File: src/rtl/assert_macros.svh
// ------------------------------------------------------------------------
// Assertion macros
// Shared concurrent assertion wrappers on clk_i / rst_ni.
// ------------------------------------------------------------------------
`ifndef ASSERT_MACROS_SVH
`define ASSERT_MACROS_SVH

// Checked only while out of reset.
`define CBC_ASSERT(lbl, prop, msg) \
  lbl: assert property (@(posedge clk_i) disable iff (!rst_ni) (prop)) else $error(msg);

// Checked at every edge, reset included.
`define CBC_ASSERT_ALWAYS(lbl, prop, msg) \
  lbl: assert property (@(posedge clk_i) (prop)) else $error(msg);

`endif

File: src/rtl/cbc_pkg.sv
// ------------------------------------------------------------------------
// cbc_pkg
// Types and constants of the cartridge bank controller.
// ------------------------------------------------------------------------
package cbc_pkg;

  localparam int unsigned RamDepthDefault = 32768;

  localparam int unsigned AddrW    = 16;
  localparam int unsigned DataW    = 8;
  localparam int unsigned RomAddrW = 19;
  localparam int unsigned RomOffW  = 14;  // 16 KiB ROM bank
  localparam int unsigned RamOffW  = 13;  // 8 KiB RAM bank
  localparam int unsigned RomSelW  = 5;
  localparam int unsigned RamSelW  = 8;
  localparam int unsigned RamRaW   = RamSelW + RamOffW;
  localparam int unsigned RomBanksW = 6;
  localparam int unsigned RamBytesW = 16;
  localparam int unsigned CfgIdxW  = 2;
  localparam int unsigned CfgDataW = 16;

  localparam logic [RomBanksW-1:0] RomBanksReset = 6'd32;
  localparam logic [RamBytesW-1:0] RamBytesReset = 16'd32768;
  localparam logic [RomSelW-1:0]   RomSelReset   = 5'd1;

  localparam logic [3:0]       EnableKey  = 4'hA;
  localparam logic [DataW-1:0] DisabledRd = 8'hFF;

  // bus_addr[15:13] regions
  localparam logic [2:0] RegionEnable  = 3'b000;
  localparam logic [2:0] RegionRomBank = 3'b001;
  localparam logic [2:0] RegionRamBank = 3'b010;
  localparam logic [2:0] RegionRam     = 3'b101;

  localparam logic [CfgIdxW-1:0] CfgRomBanks = 2'd0;
  localparam logic [CfgIdxW-1:0] CfgRamBytes = 2'd1;

  typedef enum logic {
    OP_READ  = 1'b0,
    OP_WRITE = 1'b1
  } op_e;

  typedef enum logic [1:0] {
    STATUS_OK      = 2'd0,
    STATUS_UNKNOWN = 2'd1,
    STATUS_RANGE   = 2'd2
  } status_e;

  typedef struct packed {
    logic               ram_en_we;
    logic               ram_en_val;
    logic               rom_sel_we;
    logic [RomSelW-1:0] rom_sel_val;
    logic               ram_sel_we;
    logic               mem_we;
    logic               mem_re;
  } cbc_ctrl_t;

  typedef struct packed {
    logic [DataW-1:0]    rd_data;
    logic                rom_fetch;
    logic [RomAddrW-1:0] rom_address;
    status_e             status;
  } cbc_res_t;

endpackage

File: src/rtl/cbc_decode.sv
// ------------------------------------------------------------------------
// cbc_decode
// Address decode, bank translation and size checks for one access.
// ------------------------------------------------------------------------
module cbc_decode #(
  parameter int unsigned RAM_DEPTH = cbc_pkg::RamDepthDefault,
  localparam int unsigned MemAw    = $clog2(RAM_DEPTH)
) (
  input  logic                          op_i,
  input  logic [cbc_pkg::AddrW-1:0]     bus_addr_i,
  input  logic [cbc_pkg::DataW-1:0]     wr_data_i,
  input  logic                          ram_en_i,
  input  logic [cbc_pkg::RomSelW-1:0]   rom_sel_i,
  input  logic [cbc_pkg::RamSelW-1:0]   ram_sel_i,
  input  logic [cbc_pkg::RomBanksW-1:0] rom_banks_i,
  input  logic [cbc_pkg::RamBytesW-1:0] ram_bytes_i,
  output cbc_pkg::cbc_ctrl_t            ctrl_o,
  output cbc_pkg::cbc_res_t             res_o,
  output logic [MemAw-1:0]              mem_addr_o
);
  import cbc_pkg::*;

  localparam logic [RamRaW-1:0] RamDepthC = RamRaW'(RAM_DEPTH);

  logic [2:0]           region;
  logic [RamRaW-1:0]    ram_ra;
  logic                 ram_in;
  logic [RomBanksW-1:0] fetch_bank;

  assign region     = bus_addr_i[AddrW-1 -: 3];
  assign ram_ra     = {ram_sel_i, bus_addr_i[RamOffW-1:0]};
  assign ram_in     = (ram_ra < RamRaW'(ram_bytes_i)) && (ram_ra < RamDepthC);
  assign mem_addr_o = ram_ra[MemAw-1:0];
  // bank 0 area is fixed, 0x4000-0x7FFF uses the selected bank
  assign fetch_bank = bus_addr_i[RomOffW] ? {1'b0, rom_sel_i} : '0;

  always_comb begin
    ctrl_o = '0;
    ctrl_o.ram_en_val  = (wr_data_i[3:0] == EnableKey);
    ctrl_o.rom_sel_val = (wr_data_i[RomSelW-1:0] == '0) ? RomSelReset
                                                        : wr_data_i[RomSelW-1:0];
    res_o = '0;
    res_o.status = STATUS_OK;
    if (op_i == OP_WRITE) begin
      priority if (region == RegionEnable) begin
        ctrl_o.ram_en_we = 1'b1;
      end else if (region == RegionRomBank) begin
        ctrl_o.rom_sel_we = 1'b1;
      end else if (region == RegionRamBank) begin
        ctrl_o.ram_sel_we = 1'b1;
      end else if (region == RegionRam) begin
        if (ram_en_i) begin
          if (ram_in) ctrl_o.mem_we = 1'b1;
          else        res_o.status  = STATUS_RANGE;
        end
      end else begin
        res_o.status = STATUS_UNKNOWN;
      end
    end else begin
      priority if (!bus_addr_i[AddrW-1]) begin
        if (fetch_bank < rom_banks_i) begin
          res_o.rom_fetch   = 1'b1;
          res_o.rom_address = {fetch_bank[RomSelW-1:0], bus_addr_i[RomOffW-1:0]};
        end else begin
          res_o.status = STATUS_RANGE;
        end
      end else if (region == RegionRam) begin
        if (!ram_en_i)   res_o.rd_data = DisabledRd;
        else if (ram_in) ctrl_o.mem_re = 1'b1;
        else             res_o.status  = STATUS_RANGE;
      end else begin
        res_o.status = STATUS_UNKNOWN;
      end
    end
  end

endmodule

File: config.mk
export PLATFORM = sky130hd
export DESIGN_NAME = cbc_decode
export DESIGN_NICKNAME = d
export VERILOG_FILES = /design/src/rtl/assert_macros.svh /design/src/rtl/cbc_pkg.sv /design/src/rtl/cbc_decode.sv
export SDC_FILE = /design/constraint.sdc
export NUM_CORES = 1
export LEC_CHECK = 0
export ABC_AREA = 0
export BUFFER_PORTS_ARGS = -buffer_cell sky130_fd_sc_hd__buf_2
export CAP_MARGIN = 5
export CORE_UTILIZATION = 35
export DETAILED_ROUTE_END_ITERATION = 10
export GPL_TIMING_DRIVEN = 0
export PLACE_DENSITY = 0.9
export RECOVER_POWER = 100
export SETUP_SLACK_MARGIN = 0.3
export SLEW_MARGIN = 20
export SYNTH_ARGS = -nofsm -noshare
export SYNTH_HDL_FRONTEND = slang
export SYNTH_SLANG_ARGS = --single-unit
File: constraint.sdc
create_clock -name vclk -period 2.6
set_clock_uncertainty 0.2 [all_clocks]
set_input_delay 0.39 -clock vclk [all_inputs]
set_output_delay 0.39 -clock vclk [all_outputs]
set_load 0.02 [all_outputs]
# Word-level counts from Yosys, hierarchy flattened
# Cells that the tools add are included.
[totals]
n_memories = 0
latch_bits = 0
reg_bits = 0
elab_cells = 42
ramBits = 0
out_inout_bits = 56
inputBits = 61
mem_bits_ro = 0
[classes]
div_mod_pow = 0
n_mux = 32
reduce_logical = 3
bitwise_logic = 0
shift = 0
multipliers = 0
n_eq_ne = 4
add_sub_neg = 0
n_lt_le_gt_ge = 3
[op_table]
columns = ["op", "n"]
rows = [
  ["$mux 20", 2],
  ["$mux 28", 1],
  ["$mux 2", 12],
  ["$mux 8", 3],
  ["$lt 21x16->1", 1],
  ["$lt 21x16->1 const B", 1],
  ["$mux 1", 12],
  ["$mux 5", 2],
  ["$lt 5x6->1", 1],
  ["$logic_not 5->1", 1],
  ["$eq 4x4->1 const B", 1],
  ["$eq 3x1->1 const B", 1],
  ["$eq 3x2->1 const B", 1],
  ["$eq 3x3->1 const B", 1],
  ["$logic_not 3->1", 1],
  ["$logic_and 1x1->1", 1],
]

# Logic depth before layout (Yosys ltp)
[depth]
ltp_word = 9
ltp_mapped = 7
depth_no_buf = 7

# Least setup slack after synthesis
# Ideal clock, no wire load.
[synth_timing]
path_type = "input-to-output"
start = "input port rom_sel_i[4] (netlist name)"
end = "output port res_o[16] (netlist name)"
cell_stages = 7
path_buffers = 1
slack_ns = 0.226
t_arrival_ns = 1.784
t_required_ns = 2.010
cell_sequence = "and2_1 > ha_1 > a211oi_1 > o21ai_0 > a21boi_0 > clkbuf_1 > and3_1"
[synth_lines]
columns = ["element", "line", "source"]
rows = [
  ["start: declaration", "cbc_decode.sv:13", "input logic [cbc_pkg::RomSelW-1:0] rom_sel_i,"],
  ["end: declaration", "cbc_decode.sv:18", "output cbc_pkg::cbc_res_t res_o,"],
]

==> metrics <==
n_diodes 0; Final Setup Violations 0; Yosys top cell by area ha_1; vias in the first global route 1180; WP data arrival 1890 ps; Port Buffers 114; GR met1 Demand/Resource 23.3%; pwr dens 165 nW/um^2; Synth Net Count 226; antenna-violating nets left 0; layout cells sized above 1 58.6%; I/O pin cnt 117; Synth cell types 29; Storage cell area 0 sq um; most used cell, CP and2_4; final hold slack 866 ps; largest cells by area after synthesis ha_1 24%, buf_4 17%, and2_1 14%; utilization after layout 75.0%; GRT Total Usage 21.2%; Cell Area, Synth 975 sq um; # rows 18; status completed; peak supply drop 0.000138 V; PnR worst setup slack 117 ps; gr busiest metal met2; Tmin final 2480 ps; normalized max-slew margin 71.6%; global route overflow 0; GR Util met3 0.556%; Post-route DRC 0; setup_tns 0 ps; sequential area share after synthesis 0%; Req. time, crit path 2010 ps; WL/cell 12.8 um; critical path class in2out; first-pass GRT wire length 4710 um; area grow syn2layout 95.8%; drt total wl 3750 um; Crit. End Element primary output; Ys Warns 0; initial antenna violation count 0; period utilization 95.5%; die area 3000 sq um; synthesized netlist cell count 146; max-cap violations 0; GR Util met2 44.4%; Worst Tran Pin Value 423 ps; CP max stage delay 220 ps; Die Wd 54.8 um; clkbuf count 0; Place WS -148 ps; final slew viol count 0; Startpoint Class input port; Core ar. 2540 sq um; setup repair after global routing missed its margin true; Leakage Power 1.05 nW; DIE HEIGHT 54.8 um; GP Congestion 0.668; fill count 219; Vias/cell 4.70; Starting DRT DRC Count 5; synthesized area per cell 6.68 sq um; critical path's slowest cell a211oi_4; HPWL Detailed 2460 um; via count 1378; FMAX 0.403 GHz; crit-path cells buf_2 > and2_4 > ha_4 > a211oi_4 > o21ai_1 > a21boi_4 > clkbuf_2 > and2_4 > buf_6; initial core utilization 38.3%; FFs & Latches 0; CP max FO 5; min-delay worst type in2out; pin count of the biggest net entering global routing 11; nets 345; final hold vios 0; Initial DRT Pass Iterations 2; share of the synthesized area in the top cell type 24.4%
[cell type report]
class                      count  area, sq um  share of cell area, %
multi-input combinational     94          886                   46.4
timing repair buffer         117          696                   36.5
buffer                        28          199                   10.4
inverter                      24         90.1                   4.72
tap                           30         37.5                   1.97
[path summary, 6_finish.rpt]
kind | start | end | slack [ps] | cells past startpoint
max | rom_sel_i[3] | res_o[12] | 120 | 9
min | wr_data_i[0] | ctrl_o[9] | 870 | 3
[through the flow]
step / instances / area [sq um] / power, mW
final: 293 / 1910 / 0.314
after global routing: 293 / 1910 / 0.346
after global placement: 290 / 1620 / 0.239
after detailed placement: 290 / 1620 / 0.245
after floorplan: 146 / 1010 / 0.147
after CTS: 292 / 1840 / 0.288
[what timing repair did]
item	in CTS	in global routing
resized for setup	57	41
endpoints found under the setup margin	23	30
pin swaps	22	12
cloned	1	1
buffers inserted	1	0
hold buffers	0	0
[power by group]
| part | total, mW | internal (mW) | switching (mW) |
|---|---|---|---|
| Combinational | 0.314 | 0.158 | 0.156 |
| Sequential | 0 | 0 | 0 |
| Clock | 0 | 0 | 0 |
[synthesized netlist by cell type]
cell type  count
or4_4          1
inv_1         24
o211a_1        1
buf_2          1
o41ai_1        1
nor4_2         1
nor4bb_1       1
nor4b_1        1
nor4_1         2
a21bo_2        1
a211oi_2       1
a21o_1         2
buf_4         22
nor3b_1        1
and2_1        22
a21boi_0       1
ha_1          19
o21a_1         1
nor2b_1        2
nor2_1         7
a211oi_1       1
clkbuf_1       5
nand2_1        6
nor3_1         2
nand3_1        2
o21ai_0        5
a21oi_1        7
and3_1         3
nand4_1        3
[per-layer routing]
layer,wire [um],vias up,share of wire [%]
met3,211,4,5.6
met2,2180,64,58
met5,0,-,0
li1,-,698,-
met4,31,0,0.83
met1,1320,612,35
[placed cells by master, fill, tap and decap left out, types with 2 or more instances in the layout]
cell type   n
buf_2      52
clkbuf_1   35
buf_4      24
inv_1      20
buf_6      18
and2_4     17
clkbuf_2   11
ha_1       11
ha_4        8
nor2_1      7
nand2_1     6
a21oi_1     5
inv_2       4
and2_2      4
nand4_1     3
o21ai_0     3
nor2b_1     2
and3_1      2
nor4_1      2
a21o_1      2
a21oi_2     2
o21ai_1     2
clkbuf_8    2
buf_8       2
[cells by family after synthesis]
kind of cell	share of synthesized area, %
buf+inv	28.6
simple gates	32.7
fa+ha+maj	24.4
compound gates	14.2
[worst max-delay path: cells and delay by family]
kind | cells | cell delay, ps
simple gates | 2 | 330
buf+inv | 3 | 430
fa+ha+maj | 1 | 160
compound gates | 3 | 580
(Power assumes the default switching activity.)
